[src/hw/rtl/crc8_word_framer_assert.svh]
// assertion helpers for the crc8 word framer, clocked on clk and disabled in reset
`ifndef CRC8_WORD_FRAMER_ASSERT_SVH
`define CRC8_WORD_FRAMER_ASSERT_SVH

`ifndef SYNTHESIS
`define CRCWF_ASSERT(lbl, prop) \
	lbl: assert property (@(posedge clk) disable iff (!arst_n) prop) \
		else $error("crc8 word framer check failed");
`define CRCWF_ASSERT_MSG(lbl, prop, msg) \
	lbl: assert property (@(posedge clk) disable iff (!arst_n) prop) \
		else $error(msg);
`else
`define CRCWF_ASSERT(lbl, prop)
`define CRCWF_ASSERT_MSG(lbl, prop, msg)
`endif

`endif

[src/hw/rtl/crcwf_pkg.sv]
`timescale 1ns / 1ps
`default_nettype none

package crcwf_pkg;

	localparam logic [7:0] CrcPolyReset = 8'h31;
	localparam logic [7:0] CrcSeedReset = 8'hFF;

	localparam logic [0:0] REG_CRC_POLY = 1'b0;
	localparam logic [0:0] REG_CRC_SEED = 1'b1;

	localparam logic FUNC_TX = 1'b0;
	localparam logic FUNC_RX = 1'b1;

	localparam logic KIND_TX = 1'b0;
	localparam logic KIND_RX = 1'b1;

	localparam int QDepth = 4;
	localparam int QPtrW  = $clog2(QDepth);
	localparam int QCntW  = $clog2(QDepth + 1);

	typedef struct packed {
		logic        is_rx;
		logic [15:0] data;
		logic        crc_error;
		logic        any_error;
	} q_entry_t;

	typedef struct packed {
		logic full;
		logic empty;
	} q_status_t;

	// one byte through the crc, msb first
	function automatic logic [7:0] crc8_feed(input logic [7:0] crc, input logic [7:0] data,
		input logic [7:0] poly);
		logic [7:0] c;
		c = crc ^ data;
		for (int b = 0; b < 8; b++) begin
			c = c[7] ? ((c << 1) ^ poly) : (c << 1);
		end
		return c;
	endfunction

endpackage

`default_nettype wire

[src/hw/rtl/crcwf_queue.sv]
`timescale 1ns / 1ps
`default_nettype none

module crcwf_queue
	import crcwf_pkg::*;
(
	input  wire logic      clk,
	input  wire logic      arst_n,
	input  wire logic      wr_en,
	input  q_entry_t       wr_entry,
	input  wire logic      rd_en,
	output q_entry_t       rd_entry,
	output q_status_t      status
);

	q_entry_t              mem_q [QDepth];
	logic [QPtrW-1:0]      wr_ptr_q;
	logic [QPtrW-1:0]      rd_ptr_q;
	logic [QCntW-1:0]      count_q;

	always_ff @(posedge clk) begin
		if (wr_en) begin
			mem_q[wr_ptr_q] <= wr_entry;
		end
	end

	always_ff @(posedge clk or negedge arst_n) begin
		if (!arst_n) begin
			wr_ptr_q <= '0;
			rd_ptr_q <= '0;
			count_q  <= '0;
		end else begin
			if (wr_en) begin
				wr_ptr_q <= wr_ptr_q + 1'b1;
			end
			if (rd_en) begin
				rd_ptr_q <= rd_ptr_q + 1'b1;
			end
			case ({wr_en, rd_en})
				2'b10:   count_q <= count_q + 1'b1;
				2'b01:   count_q <= count_q - 1'b1;
				default: count_q <= count_q;
			endcase
		end
	end

	assign rd_entry     = mem_q[rd_ptr_q];
	assign status.full  = (count_q == QCntW'(QDepth));
	assign status.empty = (count_q == '0);

endmodule

`default_nettype wire

[src/hw/rtl/crcwf_front.sv]
`timescale 1ns / 1ps
`default_nettype none

module crcwf_front
	import crcwf_pkg::*;
#(
	parameter int WORD_BYTES = 2
) (
	input  wire logic        clk,
	input  wire logic        arst_n,
	input  wire logic        accept,
	input  wire logic        func,
	input  wire logic [15:0] tx_word,
	input  wire logic [7:0]  rx_byte,
	input  wire logic        restart,
	input  wire logic [7:0]  crc_poly,
	input  wire logic [7:0]  crc_seed,
	output logic             wr_en,
	output q_entry_t         wr_entry
);

	localparam int PosW = $clog2(WORD_BYTES + 1);

	logic [PosW-1:0] pos_q;
	logic [7:0]      crc_q;
	logic [15:0]     word_q;
	logic            sticky_q;

	logic [PosW-1:0] pos_eff;
	logic [15:0]     word_eff;
	logic            sticky_eff;
	logic            at_check;
	logic [7:0]      crc_base;
	logic [7:0]      crc_nx;
	logic            mismatch;
	logic            rx_take;

	always_comb begin
		// a restart clears the receive side before the byte is taken
		pos_eff    = restart ? '0 : pos_q;
		word_eff   = restart ? '0 : word_q;
		sticky_eff = restart ? 1'b0 : sticky_q;
		at_check   = (pos_eff == PosW'(WORD_BYTES));
		crc_base   = (pos_eff == '0) ? crc_seed : crc_q;
		crc_nx     = crc8_feed(crc_base, rx_byte, crc_poly);
		mismatch   = (crc_q != rx_byte);
		rx_take    = accept && (func == FUNC_RX);

		wr_en              = accept && ((func == FUNC_TX) || at_check);
		wr_entry.is_rx     = (func == FUNC_RX);
		wr_entry.data      = (func == FUNC_RX) ? word_q : tx_word;
		wr_entry.crc_error = mismatch;
		wr_entry.any_error = sticky_eff | mismatch;
	end

	always_ff @(posedge clk or negedge arst_n) begin
		if (!arst_n) begin
			pos_q    <= '0;
			crc_q    <= CrcSeedReset;
			word_q   <= '0;
			sticky_q <= 1'b0;
		end else if (rx_take) begin
			if (!at_check) begin
				crc_q    <= crc_nx;
				word_q   <= (pos_eff == '0) ? {8'h00, rx_byte} : {word_eff[7:0], rx_byte};
				pos_q    <= pos_eff + 1'b1;
				sticky_q <= sticky_eff;
			end else begin
				crc_q    <= crc_seed;
				word_q   <= '0;
				pos_q    <= '0;
				sticky_q <= sticky_eff | mismatch;
			end
		end
	end

endmodule

`default_nettype wire

[src/hw/rtl/crcwf_back.sv]
`timescale 1ns / 1ps
`default_nettype none

`include "crc8_word_framer_assert.svh"

module crcwf_back
	import crcwf_pkg::*;
#(
	parameter int WORD_BYTES = 2
) (
	input  wire logic        clk,
	input  wire logic        arst_n,
	input  q_entry_t         head,
	input  q_status_t        q_status,
	output logic             q_pop,
	input  wire logic [7:0]  crc_poly,
	input  wire logic [7:0]  crc_seed,
	input  wire logic        pop,
	output logic             empty,
	output logic             kind,
	output logic [15:0]      payload,
	output logic             crc_error,
	output logic             any_error,
	output logic             last
);

	localparam int CntW = $clog2(WORD_BYTES + 1);

	logic [CntW-1:0] cnt_q;
	logic [7:0]      crc_q;
	logic            out_valid_q;
	logic            kind_q;
	logic [15:0]     payload_q;
	logic            crc_error_q;
	logic            any_error_q;
	logic            last_q;

	logic            have;
	logic            adv;
	logic            is_crc_byte;
	logic [7:0]      tx_byte;
	logic [7:0]      crc_in;
	logic [7:0]      crc_nx;

	always_comb begin
		have        = !q_status.empty;
		adv         = !out_valid_q || pop;
		is_crc_byte = (cnt_q == CntW'(WORD_BYTES));
		// data bytes go out msb first; bytes above the 16-bit word are zero
		if (int'(cnt_q) + 1 == WORD_BYTES) begin
			tx_byte = head.data[7:0];
		end else if (int'(cnt_q) + 2 == WORD_BYTES) begin
			tx_byte = head.data[15:8];
		end else begin
			tx_byte = 8'h00;
		end
		crc_in = (cnt_q == '0) ? crc_seed : crc_q;
		crc_nx = crc8_feed(crc_in, tx_byte, crc_poly);
		q_pop  = adv && have && (head.is_rx || is_crc_byte);
	end

	always_ff @(posedge clk or negedge arst_n) begin
		if (!arst_n) begin
			out_valid_q <= 1'b0;
			cnt_q       <= '0;
			crc_q       <= CrcSeedReset;
		end else if (adv) begin
			out_valid_q <= have;
			if (have && !head.is_rx) begin
				cnt_q <= is_crc_byte ? '0 : cnt_q + 1'b1;
				crc_q <= crc_nx;
			end
		end
	end

	always_ff @(posedge clk) begin
		if (adv && have) begin
			if (head.is_rx) begin
				kind_q      <= KIND_RX;
				payload_q   <= head.data;
				crc_error_q <= head.crc_error;
				any_error_q <= head.any_error;
				last_q      <= 1'b1;
			end else begin
				kind_q      <= KIND_TX;
				payload_q   <= {8'h00, is_crc_byte ? crc_q : tx_byte};
				crc_error_q <= 1'b0;
				any_error_q <= 1'b0;
				last_q      <= is_crc_byte;
			end
		end
	end

	assign empty     = !out_valid_q;
	assign kind      = kind_q;
	assign payload   = payload_q;
	assign crc_error = crc_error_q;
	assign any_error = any_error_q;
	assign last      = last_q;

	`CRCWF_ASSERT(a_cnt_range, cnt_q <= CntW'(WORD_BYTES))
	`CRCWF_ASSERT(a_frame_has_head, cnt_q != '0 |-> have && !head.is_rx)
	`CRCWF_ASSERT_MSG(a_result_held, out_valid_q && !pop |=> out_valid_q, "result dropped")
	`CRCWF_ASSERT(a_rx_last, out_valid_q && kind_q == KIND_RX |-> last_q && !crc_error_q || any_error_q)

endmodule

`default_nettype wire

[src/hw/rtl/crc8_word_framer.sv]
`timescale 1ns / 1ps
`default_nettype none

// CRC-8 word framer. A transmit item (func 0) takes one 16-bit word and gives WORD_BYTES+1
// bytes, msb first, the last one the crc byte with last set; a receive item (func 1) takes
// one byte, and every WORD_BYTES+1-th byte gives the assembled word with its crc error and
// the sticky error of the transfer, which restart clears. The front side takes one item per
// cycle unless full and classifies it, doing the receive crc there; a 4-entry queue
// separates it from the back side, which sends out one result per cycle unless pop holds
// it off, so a transmit item gives WORD_BYTES+1 results and a received word one. The crc
// advances one byte per cycle unless stalled. The oldest result is on the result ports
// while empty is low. Write crc_poly/crc_seed via cfg_we/cfg_index/cfg_wdata only while idle; not enforced.
module crc8_word_framer
	import crcwf_pkg::*;
#(
	parameter int WORD_BYTES = 2
) (
	input  wire logic        clk,
	input  wire logic        arst_n,
	input  wire logic        cfg_we,
	input  wire logic [0:0]  cfg_index,
	input  wire logic [7:0]  cfg_wdata,
	input  wire logic        push,
	output logic             full,
	input  wire logic        func,
	input  wire logic [15:0] tx_word,
	input  wire logic [7:0]  rx_byte,
	input  wire logic        restart,
	input  wire logic        pop,
	output logic             empty,
	output logic             kind,
	output logic [15:0]      payload,
	output logic             crc_error,
	output logic             any_error,
	output logic             last
);

	logic [7:0] crc_poly_q;
	logic [7:0] crc_seed_q;

	logic       accept;
	logic       wr_en;
	q_entry_t   wr_entry;
	q_entry_t   head;
	q_status_t  q_status;
	logic       q_pop;

	always_ff @(posedge clk or negedge arst_n) begin
		if (!arst_n) begin
			crc_poly_q <= CrcPolyReset;
			crc_seed_q <= CrcSeedReset;
		end else if (cfg_we) begin
			case (cfg_index)
				REG_CRC_POLY: crc_poly_q <= cfg_wdata;
				REG_CRC_SEED: crc_seed_q <= cfg_wdata;
				default:      crc_poly_q <= crc_poly_q;
			endcase
		end
	end

	assign full   = q_status.full;
	assign accept = push && !q_status.full;

	crcwf_front #(
		.WORD_BYTES(WORD_BYTES)
	) u_front (
		.clk      (clk),
		.arst_n   (arst_n),
		.accept   (accept),
		.func     (func),
		.tx_word  (tx_word),
		.rx_byte  (rx_byte),
		.restart  (restart),
		.crc_poly (crc_poly_q),
		.crc_seed (crc_seed_q),
		.wr_en    (wr_en),
		.wr_entry (wr_entry)
	);

	crcwf_queue u_queue (
		.clk      (clk),
		.arst_n   (arst_n),
		.wr_en    (wr_en),
		.wr_entry (wr_entry),
		.rd_en    (q_pop),
		.rd_entry (head),
		.status   (q_status)
	);

	crcwf_back #(
		.WORD_BYTES(WORD_BYTES)
	) u_back (
		.clk       (clk),
		.arst_n    (arst_n),
		.head      (head),
		.q_status  (q_status),
		.q_pop     (q_pop),
		.crc_poly  (crc_poly_q),
		.crc_seed  (crc_seed_q),
		.pop       (pop),
		.empty     (empty),
		.kind      (kind),
		.payload   (payload),
		.crc_error (crc_error),
		.any_error (any_error),
		.last      (last)
	);

endmodule

`default_nettype wire

[config.mk]
export PLATFORM = sky130hd
export DESIGN_NAME = crc8_word_framer
export DESIGN_NICKNAME = d
export VERILOG_FILES = /design/src/hw/rtl/crcwf_pkg.sv /design/src/hw/rtl/crcwf_queue.sv /design/src/hw/rtl/crcwf_front.sv /design/src/hw/rtl/crcwf_back.sv /design/src/hw/rtl/crc8_word_framer.sv
export VERILOG_INCLUDE_DIRS = /design/src /design/src/hw/rtl
export SDC_FILE = /design/constraint.sdc
export NUM_CORES = 1
export LEC_CHECK = 0
export BUFFER_PORTS_ARGS = -buffer_cell sky130_fd_sc_hd__buf_2
export CORE_MARGIN = 3
export CORE_UTILIZATION = 35
export CTS_CLUSTER_SIZE = 16
export DETAILED_ROUTE_END_ITERATION = 6
export SKIP_CTS_REPAIR_TIMING = 1
export SYNTH_ARGS = -nofsm -noshare
export SYNTH_HDL_FRONTEND = slang
export SYNTH_SLANG_ARGS = --single-unit
[constraint.sdc]
create_clock -name clk -period 14.1 [get_ports clk]
set_clock_uncertainty 0.15 [all_clocks]
set_input_delay 2.82 -clock clk [delete_from_list [all_inputs] [get_ports clk]]
set_output_delay 2.82 -clock clk [all_outputs]
set_load 0.1 [all_outputs]
# Word level (Yosys, flattened, before mapping)
# Memories as Yosys holds them, arrays and structs flattened.
# Index checks and enable logic that the tools add are counted.
# word_totals
ff_bits	81
ram_bits	76
input_bits	40
output_inout_bits	22
elab_cells	112
memories	1
# op_classes
addsub	8
n_eq_ne	8
mux	36
bitwise	21
n_reduce_logical	20
# memory_table
memory	words	word_bits	rd	rd_ports_with_merged_regs	wr	line	source
u_queue.mem_q	4	19	1	0	1	crcwf_queue.sv:16	q_entry_t mem_q [QDepth];
# ops
op	count
$mux W8	24
$xor A8 B8 Y8	18
$eq A32 B3 Y1 const B	2
$mux W16	3
$add A2 B1 Y2 const B	4
$ne A8 B8 Y1	1
$eq A2 B2 Y1 const B	3
$logic_and A1 B1 Y1	6
$mux W2	3
$pmux W3 S2	1
$reduce_and A2 Y1	3
$mux W1	5
$logic_not A1 Y1	4
$logic_not A2 Y1	2
$add A2 B1 Y3 const B	1
$add A2 B2 Y3 const B	1
$add A3 B1 Y3 const B	1
$eq A3 B3 Y1 const B	1
$logic_not A3 Y1	1
$logic_or A1 B1 Y1	3
$sub A3 B1 Y3 const B	1
$eq A2 B1 Y1 const B	1
$not A1 Y1	2
$reduce_bool A2 Y1	1
$or A1 B1 Y1	1

# Longest topological paths before layout
# Gate-level depths: netlist of run 1.
# logic_depth
depth_word	21
depth_mapped	19
ltp_nobuf	16

# By module
# From an unflattened synthesis of run 1, not the netlist that was laid out.
# hier_totals
hier_cells	917
hier_area_um2	9938.3
# by_module_without_submodules
module	n_inst	cells_each	area_each_um2	seq_area_each_um2
crcwf_queue	1	136	3140.5	2457.4
crcwf_back	1	361	3086.7	885.8
crcwf_front	1	384	3049.2	685.7
crc8_word_framer	1	36	661.9	414.1

# Worst setup path after synthesis of run 1
# OpenSTA, ideal clock, no wires.
# synth_path
kind	input-to-reg
start	input restart
end	register u_front.crc_q[3]
setup_ns	0.077
arrival_time_ns	6.984
required_time_ns	13.873
slack_ns	6.889
stages	17
path_buffers	1
path_cell_list	o21bai_4 > buf_12 > mux2i_4 > xor2_2 > nor3_1 > nor4_1 > or2_1 > a211oi_1 > nor3_1 > xor2_1 > xor3_1 > mux4_2 > nor4_4 > nand2_1 > xnor3_1 > a21oi_1 > a21o_1
# synth_between
elab_chain_len	20
word_cells_on_any_way	22
cone_classes	eq/ne: 1; mux: 11; bitwise: 9; reduce/logical: 1
# synth_lines
item	line	source
from (decl)	crc8_word_framer.sv:28	input wire logic restart,
$mux W2 (*)	crcwf_front.sv:40	pos_eff = restart ? '0 : pos_q;
$logic_not A2 Y1	crcwf_front.sv:44	crc_base = (pos_eff == '0) ? crc_seed : crc_q;
$mux W8	crcwf_front.sv:44	
$xor A8 B8 Y8	crcwf_pkg.sv:38	c = crc ^ data;
$xor A8 B8 Y8	crcwf_pkg.sv:40	c = c[7] ? ((c << 1) ^ poly) : (c << 1);
$mux W8	crcwf_pkg.sv:40	
$xor A8 B8 Y8	crcwf_pkg.sv:40	
$mux W8	crcwf_pkg.sv:40	
[4 not listed]	-	
$mux W8 / $xor A8 B8 Y8 (equally long branches)	crcwf_pkg.sv:40	
$xor A8 B8 Y8 / $mux W8 (equally long branches)	crcwf_pkg.sv:40	
$mux W8 / $xor A8 B8 Y8 (equally long branches)	crcwf_pkg.sv:40	
$xor A8 B8 Y8 / $mux W8 (equally long branches)	crcwf_pkg.sv:40	
$mux W8 / $xor A8 B8 Y8 (equally long branches)	crcwf_pkg.sv:40	
$xor A8 B8 Y8 / $mux W8 (equally long branches)	crcwf_pkg.sv:40	
$mux W8	crcwf_pkg.sv:40	
$mux W8 (*)	crcwf_front.sv:63	if (!at_check) begin
to (signal assigned)	crcwf_front.sv:59	crc_q <= CrcSeedReset;
to (signal assigned)	crcwf_front.sv:64	crc_q <= crc_nx;
to (signal assigned)	crcwf_front.sv:69	crc_q <= crc_seed;
to (decl)	crcwf_front.sv:25	logic [7:0] crc_q;
# Mark *: on every way between the ends. The rest lies on a longest branch, timed or not.
# A chain may end at the register's enable or synchronous reset.

# Worst setup path after layout of run 1
# Same ends and word-level chain as after synthesis.

==> results of run 1 <==
==> metal layers <==
layer,track usage,vias up
met5,0,-
met4,0.0558,0
met2,0.260,203
met3,0.0296,45
li1,-,3163
met1,0.247,3313
==> layout make-up <==
class,instances,area share
inverters,16,0.00572
well taps,335,0.0399
multi-input cells,651,0.442
clock buffers,24,0.0430
repair buffers,71,0.0362
clock inverters,8,0.0106
flip-flops and latches,157,0.423
==> stage by stage <==
stage	util	setup slack (ns)	instance area, µm²
6_report	0.402	6.28	10500
5_1_grt	0.402	5.84	10500
4_1_cts	0.402	6.36	10500
3_5_place_dp	0.380	5.93	9940
3_3_place_gp	0.380	6.07	9940
2_1_floorplan	-	6.89	9330
==> worst register-to-register path: cells and delay by family (launching register included) <==
kind                   cells  cell delay [ns]
AO/OA/AOI/OAI              3             0.53
XOR/XNOR                   3             1.27
buffers and inverters      2             0.95
flip-flops                 1             0.32
multiplexers               1             0.55
AND/OR/NAND/NOR            7             2.12
==> Yosys cell counts (2+ instances only) <==
cell	instances	area, µm²
o21ai_0	46	230
or3_1	2	12.5
o21ai_1	4	20.0
o32ai_1	2	17.5
nand3_1	33	165
xor3_1	2	47.6
nor4_1	7	43.8
xor2_1	26	228
dfstp_2	27	709
nor4b_1	2	17.5
xnor3_1	9	203
nor2_1	37	139
nor3_1	10	50.1
dfrtp_1	34	851
mux2i_1	20	200
nand2b_1	4	25.0
nand4_1	4	25.0
o31ai_1	3	22.5
nand2_1	187	702
a22o_1	2	17.5
a21boi_0	3	22.5
o221a_2	2	22.5
a211oi_1	4	30.0
o311ai_0	2	17.5
a31oi_1	3	18.8
mux2_2	30	338
clkbuf_1	33	124
inv_1	15	56.3
mux2i_4	2	45.0
o221ai_1	3	26.3
ha_1	5	62.6
and2_1	21	131
o21a_1	6	45.0
a21oi_1	18	90.1
o41ai_1	2	17.5
edfxtp_1	96	2880
xnor2_1	88	771
mux4_2	19	428
a32oi_1	4	35.0
and3_1	8	50.1
buf_1	9	33.8
o211ai_1	3	22.5
o22ai_1	4	25.0
==> how the worst min path moves through the flow <==
stage	slack, ns	start	cells after the start	end
global route	0.36	u_front.word_q[13]$_DFFE_PN0P_	2	u_front.word_q[13]$_DFFE_PN0P_
CTS	0.33	u_back.crc_q[0]$_DFFE_PN1P_	2	u_back.crc_q[0]$_DFFE_PN1P_
finish	0.33	u_front.word_q[13]$_DFFE_PN0P_	2	u_front.word_q[13]$_DFFE_PN0P_
global placement	0.31	u_front.word_q[14]$_DFFE_PN0P_	2	u_front.word_q[14]$_DFFE_PN0P_
floorplan	0.28	u_front.word_q[10]$_DFFE_PN0P_	2	u_front.word_q[10]$_DFFE_PN0P_
detailed placement	0.32	u_front.word_q[13]$_DFFE_PN0P_	2	u_front.word_q[13]$_DFFE_PN0P_
==> logic make-up after synthesis <==
kind of cell | share of synthesized area
muxes | 0.108
adders and majority gates | 0.00885
AOI/OAI and AO/OA | 0.0841
DFF | 0.476
buffers and inverters | 0.0272
and+or+nand+nor | 0.156
xor gates and xnor gates | 0.140
==> registers in the layout, indices dropped and copies added, names as in the netlist, 3 cells and up <==
signal           cells
crc_poly_q           8
crc_seed_q           8
u_back.crc_q         8
u_back.payload      16
u_front.crc_q        8
u_front.word_q      16
u_queue.count_q      3
u_queue.mem_q       76
==> run_results.csv, run 1 <==
group,metric,value,unit
worst_setup_path,cp-end-kind,"flop",
global_route,grt_overflow_total,0,
worst_setup_path,crit_start,"restart",
cells_and_area,nets,960,
detailed_routing,viasPerCell,5.33,
logic_synthesis,ys_ff_latch,157,
worst_setup_path,r2r-start,"crc_poly_q[7]$_DFFE_PN0P_",
die,initial_core_util,0.357,
global_route,antenna_found_initial,0,
place,port_buffers,61,
place,dp.cells,1230,
sta,setup_tns,0,ns
cells_and_area,syn2layout_area_growth,12.6,%
outcome,status,"finished clean",
sta,fmax,0.128,GHz
logic_synthesis,synthFlopType,"edfxtp_1",
clock_tree,cts.sinks,157,
cells_and_area,num-fill-cells,2535,
detailed_routing,wl_met1,11.0,mm
flow_run,cap_violations,0,
worst_setup_path,slowest_stage,"xnor2_2",
worst_setup_path,endpoint,"u_front.crc_q[3]$_DFFE_PN1P_",
logic_synthesis,netlist_instances,869,
cells_and_area,final_common_cell,"nand2_1",
clock_tree,clk_latency,0.42,ns
detailed_routing,wl_per_cell,18.9,µm
place,gp_congestion,0.875,
detailed_routing,drc,0,
die,dieArea,28700,µm²
worst_setup_path,cp_num_buf_inv,1,
sta,finalSetupViolCount,0,
worst_setup_path,crit_fanout,17,
logic_synthesis,async_reset_ff_frac,0.389,
detailed_routing,wl_met2,11.0,mm
global_route,grt_use_total,0.170,
logic_synthesis,synth-edff-count,96,
global_route,grt_pass1_wl,37.8,mm
global_route,grt_max_degree,62,
cells_and_area,seq_area,4440,µm²
worst_setup_path,rr_endpoint,"u_front.crc_q[3]$_DFFE_PN1P_",
sta,min_period,7.82,ns
worst_setup_path,worst-r2r-cell-count,16,
cells_and_area,num_antenna_cells,0,
sta,maxSlewHeadroom,0.278,
logic_synthesis,yosysWarnings,0,
logic_synthesis,synth_nets,915,
clock_tree,clock_path_buffers,2,
global_route,grt_pass1_vias,6519,
worst_setup_path,start_kind,"primary input",
worst_setup_path,crit_cells,17,
sta,hold_viol_final,0,
die,ios,62,
detailed_routing,dr_wl_met3,1.24,mm
detailed_routing,routed.top_layer,"met4",
clock_tree,numCtsBuffers,17,
die,die_y,169,µm
detailed_routing,firstDrtPassIters,5,
clock_tree,htreeDepth,4,
logic_synthesis,synthDistinctLibCells,71,
clock_tree,cts_tree,"done",
worst_setup_path,crit_top_cell,"nor3_1",
die,fp.coreArea,26100,µm²
worst_setup_path,worstPathArrival,8.02,ns
detailed_routing,drt-initial-drc-count,627,
worst_setup_path,crit_chain,"buf_2, o21bai_4, mux2i_4, xnor2_2, nor3_1, nor4_1, or2_1, a211oi_1, nor3_1, xor2_1, xor3_1, mux4_2, nor4_4, nand2_1, xnor3_1, a21oi_1, a21o_1",
worst_setup_path,r2r_setup_slack,8.14,ns
cells_and_area,layout_common_cells,"nand2_1, edfxtp_1, xnor2_1, buf_2, o21ai_0",
place,dp_hpwl,16.9,mm
cells_and_area,final_cells,1262,
die,die_x,169,µm
sta,worst_pin_slew,1.08,ns
cells_and_area,drive_gt1_frac,0.201,
worst_setup_path,slowest_delay,0.58,ns
logic_synthesis,netlist_area,9330,µm²
hold_path,hold_class,"reg2reg",
sta,grt_setup_unrepaired,"no",
sta,final-max-slew-violation-count,0,
worst_setup_path,path_class,"in2reg",
detailed_routing,routed_wl,23.9,mm
die,rows,59,
worst_setup_path,worstPathRequired,14.30,ns
logic_synthesis,avgSynthCellArea,10.7,µm²
detailed_routing,dr_total_vias,6724,
sta,fin_crit_sh,0.554,
clock_tree,cts_root_buf,"clkbuf_16",
worst_setup_path,cp_top_family,"XOR/XNOR gates",
cells_and_area,multi_input_area,4640,µm²
logic_synthesis,ys_seq_area_frac,0.476,
sta,worst_hold_slack,0.334,ns
detailed_routing,ant_nets,0,
clock_tree,clk_pin_slew,0.06,ns
Power of run 1 is not shown: default switching activity piles up to over one toggle a cycle in this logic, so the estimate is an artifact.
==> inputs of run 2 (changes only) <==
clock period = 7.85 ns   (was 14.1 ns; I/O delays follow)
==> run 2 against run 1 <==
Count of clock-buffer cells in the layout decreased by 3. Utilization about the same. First-iteration DRC count grew 4.9%. Register-to-register slack lost 6.3 ns. Final cell count is the same. Largest cell class unchanged. Sequential share of layout area barely moved. Die area did not move. Critical path type unchanged. Global-route usage is essentially flat.
==> run_results.csv, run 2 (synthesis results as in run 1) <==
group,metric,value,unit
outcome,status,"finished clean",
sta,finalSetupViolCount,0,
global_route,grt_use_total,0.170,
clock_tree,cts.sinks,157,
detailed_routing,routed_wl,23.8,mm
worst_setup_path,worstPathRequired,8.05,ns
cells_and_area,final_cells,1262,
flow_run,cap_violations,0,
worst_setup_path,slowest_stage,"xnor2_2",
cells_and_area,final_common_cell,"nand2_1",
cells_and_area,layout_common_cells,"nand2_1, edfxtp_1, xnor2_1, buf_2, o21ai_0",
worst_setup_path,r2r_setup_slack,1.80,ns
die,ios,62,
die,die_y,169,µm
detailed_routing,drc,0,
cells_and_area,drive_gt1_frac,0.206,
cells_and_area,largest_register_ffs,76,
die,rows,59,
detailed_routing,wl_per_cell,18.8,µm
cells_and_area,multi_input_area,4640,µm²
clock_tree,numCtsBuffers,17,
place,dp.cells,1230,
worst_setup_path,r2r-start,"u_queue.rd_ptr_q[0]$_DFFE_PN0P_",
place,place_area,9940,µm²
cells_and_area,num-fill-cells,2568,
hold_path,hold_class,"reg2reg",
detailed_routing,firstDrtPassIters,5,
sta,grt_setup_unrepaired,"no",
cells_and_area,seq_area,4440,µm²
worst_setup_path,cp_top_family,"XOR/XNOR gates",
worst_setup_path,start_kind,"primary input",
clock_tree,clk_latency,0.43,ns
sta,fmax,0.153,GHz
clock_tree,cts_root_buf,"clkbuf_16",
sta,hold_viol_final,0,
detailed_routing,viasPerCell,5.24,
worst_setup_path,crit_chain,"buf_2, o21bai_4, mux2i_4, xnor2_2, nor3_1, nor4_1, or2_1, o32ai_1, nor3_1, xor2_1, xor3_1, mux4_2, nor4_4, nand2_1, xnor3_1, nand2_1, a21oi_1",
detailed_routing,ant_nets,0,
sta,maxSlewHeadroom,0.298,
cells_and_area,regMostFlops,"u_queue.mem_q",
worst_setup_path,worst-r2r-cell-count,16,
die,fp.coreArea,26100,µm²
die,initial_core_util,0.357,
hold_path,holdPathStages,2,
global_route,grt_pass1_vias,6497,
sta,fin_crit_sh,0.834,
place,dp_hpwl,16.8,mm
clock_tree,clock_path_buffers,2,
worst_setup_path,worstPathArrival,6.75,ns
worst_setup_path,rr_endpoint,"u_back.crc_q[1]$_DFFE_PN1P_",
place,gp_congestion,0.875,
worst_setup_path,cp_num_buf_inv,1,
sta,setup_tns,0,ns
cells_and_area,syn2layout_area_growth,12.6,%
worst_setup_path,crit_fanout,17,
worst_setup_path,cp-end-kind,"flop",
sta,worst_pin_slew,1.05,ns
detailed_routing,drt-initial-drc-count,658,
global_route,grt_pass1_wl,37.6,mm
hold_path,hold_start,"u_front.word_q[14]$_DFFE_PN0P_",
cells_and_area,final_cell_area,10500,µm²
sta,min_period,6.55,ns
clock_tree,clk_pin_slew,0.06,ns
sta,final-max-slew-violation-count,0,
clock_tree,cts_tree,"done",
detailed_routing,dr_total_vias,6610,
cells_and_area,nets,960,
place,port_buffers,61,
global_route,antenna_found_initial,0,
cells_and_area,num_antenna_cells,0,
worst_setup_path,slowest_delay,0.61,ns
global_route,grt_overflow_total,0,
hold_path,whs_endpoint,"u_front.word_q[14]$_DFFE_PN0P_",
die,dieArea,28700,µm²
cells_and_area,fin_util,0.402,
die,die_x,169,µm
clock_tree,htreeDepth,4,
worst_setup_path,path_class,"in2reg",
global_route,grt_max_degree,62,
## run 2: layer usage
| layer | wire length [µm] | global-route usage | part of all wire |
|---|---|---|---|
| met5 | 0 | 0 | 0 |
| met1 | 11000 | 0.244 | 0.46 |
| met3 | 1300 | 0.0324 | 0.055 |
| met2 | 10900 | 0.260 | 0.46 |
| met4 | 488 | 0.0565 | 0.021 |
## run 2: area by class of cell
class                   instances  area share
multi-input cells             651       0.441
flip-flops and latches        157       0.423
clock buffers                  21      0.0449
well taps                     335      0.0399
repair buffers                 71      0.0362
inverters                      16     0.00572
clock inverters                11     0.00905
## run 2: through the flow
stage | hold slack [ns] | worst slack (ns)
final | 0.320 | 1.30
after global routing | 0.343 | 0.949
after CTS | 0.323 | 1.38
after detailed placement | 0.305 | 0.921
after global placement | 0.305 | 1.08
after floorplan | 0.283 | 1.89
## run 2: worst max-delay path by stage
stage	from	endpoint	slack [ns]	cells past startpoint
2_1_floorplan	restart	u_front.crc_q[3]$_DFFE_PN1P_	1.89	17
3_3_place_gp	restart	u_front.crc_q[3]$_DFFE_PN1P_	1.08	17
3_5_place_dp	restart	u_front.crc_q[3]$_DFFE_PN1P_	0.92	17
4_1_cts	restart	u_front.crc_q[3]$_DFFE_PN1P_	1.38	17
5_1_grt	restart	u_front.crc_q[3]$_DFFE_PN1P_	0.95	17
6_report	restart	u_front.crc_q[2]$_DFFE_PN1P_	1.30	17
## run 2: worst min-delay path, stage by stage, from the launching register on
cell     delay, ns
dfrtp_1       0.34
nand2_1       0.05
nand2_1       0.05
Power of run 2 is left out for the same reason.
==> inputs of run 3 (changes only) <==
clock period = 6.15 ns   (was 7.85 ns; I/O delays follow)
==> run 3 against run 2 <==
Global-route usage is 0.15 points higher. Sequential share of layout area is 0.35 points lower. Count of clock-buffer cells in the layout is 1 lower. Via count is 1.7% higher. Cell area is 0.85% higher. Wire length is 1.6% higher. Worst hold slack better by 0.019 ns. Final cell count is 1.0% higher. Critical endpoint is now u_front.crc_q[3]$_DFFE_PN1P_. Largest cell class unchanged.
==> run_results.csv, run 3 (synthesis results as in run 1) <==
group,metric,value,unit
die,dieArea,28700,µm²
sta,fmax,0.173,GHz
clock_tree,clk_latency,0.43,ns
global_route,grt_use_total,0.172,
worst_setup_path,crit_fanout,17,
cells_and_area,final_common_cell,"nand2_1",
cells_and_area,largest_register_ffs,76,
sta,hold_viol_final,0,
global_route,grt_max_degree,62,
sta,final-max-slew-violation-count,0,
flow_run,cap_violations,0,
die,die_y,169,µm
cells_and_area,regMostFlops,"u_queue.mem_q",
cells_and_area,num_antenna_cells,0,
place,dp_hpwl,17.1,mm
die,ios,62,
worst_setup_path,r2r-start,"u_queue.rd_ptr_q[0]$_DFFE_PN0P_",
worst_setup_path,worstPathArrival,6.00,ns
sta,min_period,5.79,ns
cells_and_area,nets,973,
detailed_routing,wl_per_cell,18.9,µm
worst_setup_path,crit_start,"restart",
worst_setup_path,path_class,"in2reg",
sta,finalSetupViolCount,0,
sta,grt_setup_unrepaired,"no",
die,initial_core_util,0.357,
clock_tree,clock_path_buffers,2,
global_route,antenna_found_initial,0,
detailed_routing,firstDrtPassIters,5,
cells_and_area,layout_common_cells,"nand2_1, edfxtp_1, xnor2_1, buf_2, o21ai_0",
hold_path,hold_start,"u_front.word_q[13]$_DFFE_PN0P_",
clock_tree,clk_pin_slew,0.07,ns
die,die_x,169,µm
cells_and_area,num-fill-cells,2597,
sta,maxSlewHeadroom,0.296,
die,rows,59,
place,port_buffers,61,
worst_setup_path,worstPathRequired,6.36,ns
clock_tree,cts.sinks,157,
detailed_routing,dr_total_vias,6720,
global_route,grt_overflow_total,0,
outcome,status,"finished clean",
global_route,grt_pass1_vias,6506,
worst_setup_path,cp-end-kind,"flop",
clock_tree,numCtsBuffers,17,
global_route,grt_pass1_wl,38.1,mm
clock_tree,htreeDepth,4,
place,gp_congestion,0.858,
detailed_routing,viasPerCell,5.27,
sta,setup_tns,0,ns
die,fp.coreArea,26100,µm²
clock_tree,cts_tree,"done",
cells_and_area,syn2layout_area_growth,13.6,%
detailed_routing,drc,0,
hold_path,hold_class,"reg2reg",
cells_and_area,drive_gt1_frac,0.217,
clock_tree,cts_root_buf,"clkbuf_16",
sta,worst_pin_slew,1.06,ns
worst_setup_path,start_kind,"primary input",
detailed_routing,drt-initial-drc-count,524,
sta,fin_crit_sh,0.942,
detailed_routing,ant_nets,0,
detailed_routing,routed_wl,24.2,mm
==> run 3: cell count changes in the layout (fill, tap and decap cells not counted), sizes merged <==
cell,before,now
buf,71,84
clkbuf,21,20
clkinv,3,5
clkinvlp,2,1
==> run 3: critical path, stage by stage <==
cell,delay (ns)
buf_2,0.12
o21bai_4,0.21
mux2i_4,0.20
xnor2_2,0.58
nor3_1,0.17
nor4_1,0.54
or2_1,0.28
o32ai_1,0.14
o311a_1,0.30
a21oi_1,0.15
xnor3_1,0.55
mux4_2,0.37
nor4_4,0.41
nand2_1,0.09
xnor3_1,0.40
a21oi_1,0.07
a21o_1,0.18
==> run 3: worst paths after layout <==
path,end,slack (ns),cells past startpoint
setup / recovery,u_front.crc_q[3]$_DFFE_PN1P_,0.36,17
hold / removal,u_front.word_q[13]$_DFFE_PN0P_,0.34,2
setup reg to reg,u_back.crc_q[6]$_DFFE_PN1P_,0.74,16
hold reg to reg,u_front.word_q[13]$_DFFE_PN0P_,0.34,2
max in group asynchronous,crc_poly_q[3]$_DFFE_PN0P_,4.45,2
min in group asynchronous,u_front.word_q[9]$_DFFE_PN0P_,0.83,2
==> run 3: metal layers <==
metal / GRT usage / routed length [µm] / part of all wire
met1: 0.242 / 11000 / 0.45
met2: 0.270 / 11300 / 0.47
met3: 0.0310 / 1330 / 0.055
met4: 0.0558 / 500 / 0.021
met5: 0 / 0 / 0
==> run 3: metrics by stage <==
step / instance area [µm²] / hold WS (ns) / utilization / setup WS (ns) / std cells
after detailed placement: 10000 / 0.323 / 0.384 / 0.00294 / 1243
after global placement: 10000 / 0.321 / 0.384 / 0.109 / 1243
after CTS: 10600 / 0.334 / 0.405 / 0.421 / 1275
final: 10600 / 0.338 / 0.405 / 0.359 / 1275
after floorplan: 9330 / 0.283 / - / 0.529 / 869
after global routing: 10600 / 0.358 / 0.405 / 0.0159 / 1275
==> run 3: final cells by class <==
type,count,area (µm²),share of cell area
clock inverter,12,100,0.00945
tap,335,419,0.0396
inverter,16,60.1,0.00567
sequential,157,4440,0.419
multi-input combinational,651,4640,0.438
timing repair buffer,84,478,0.0451
clock buffer,20,458,0.0432
Power of run 3 is left out for the same reason.
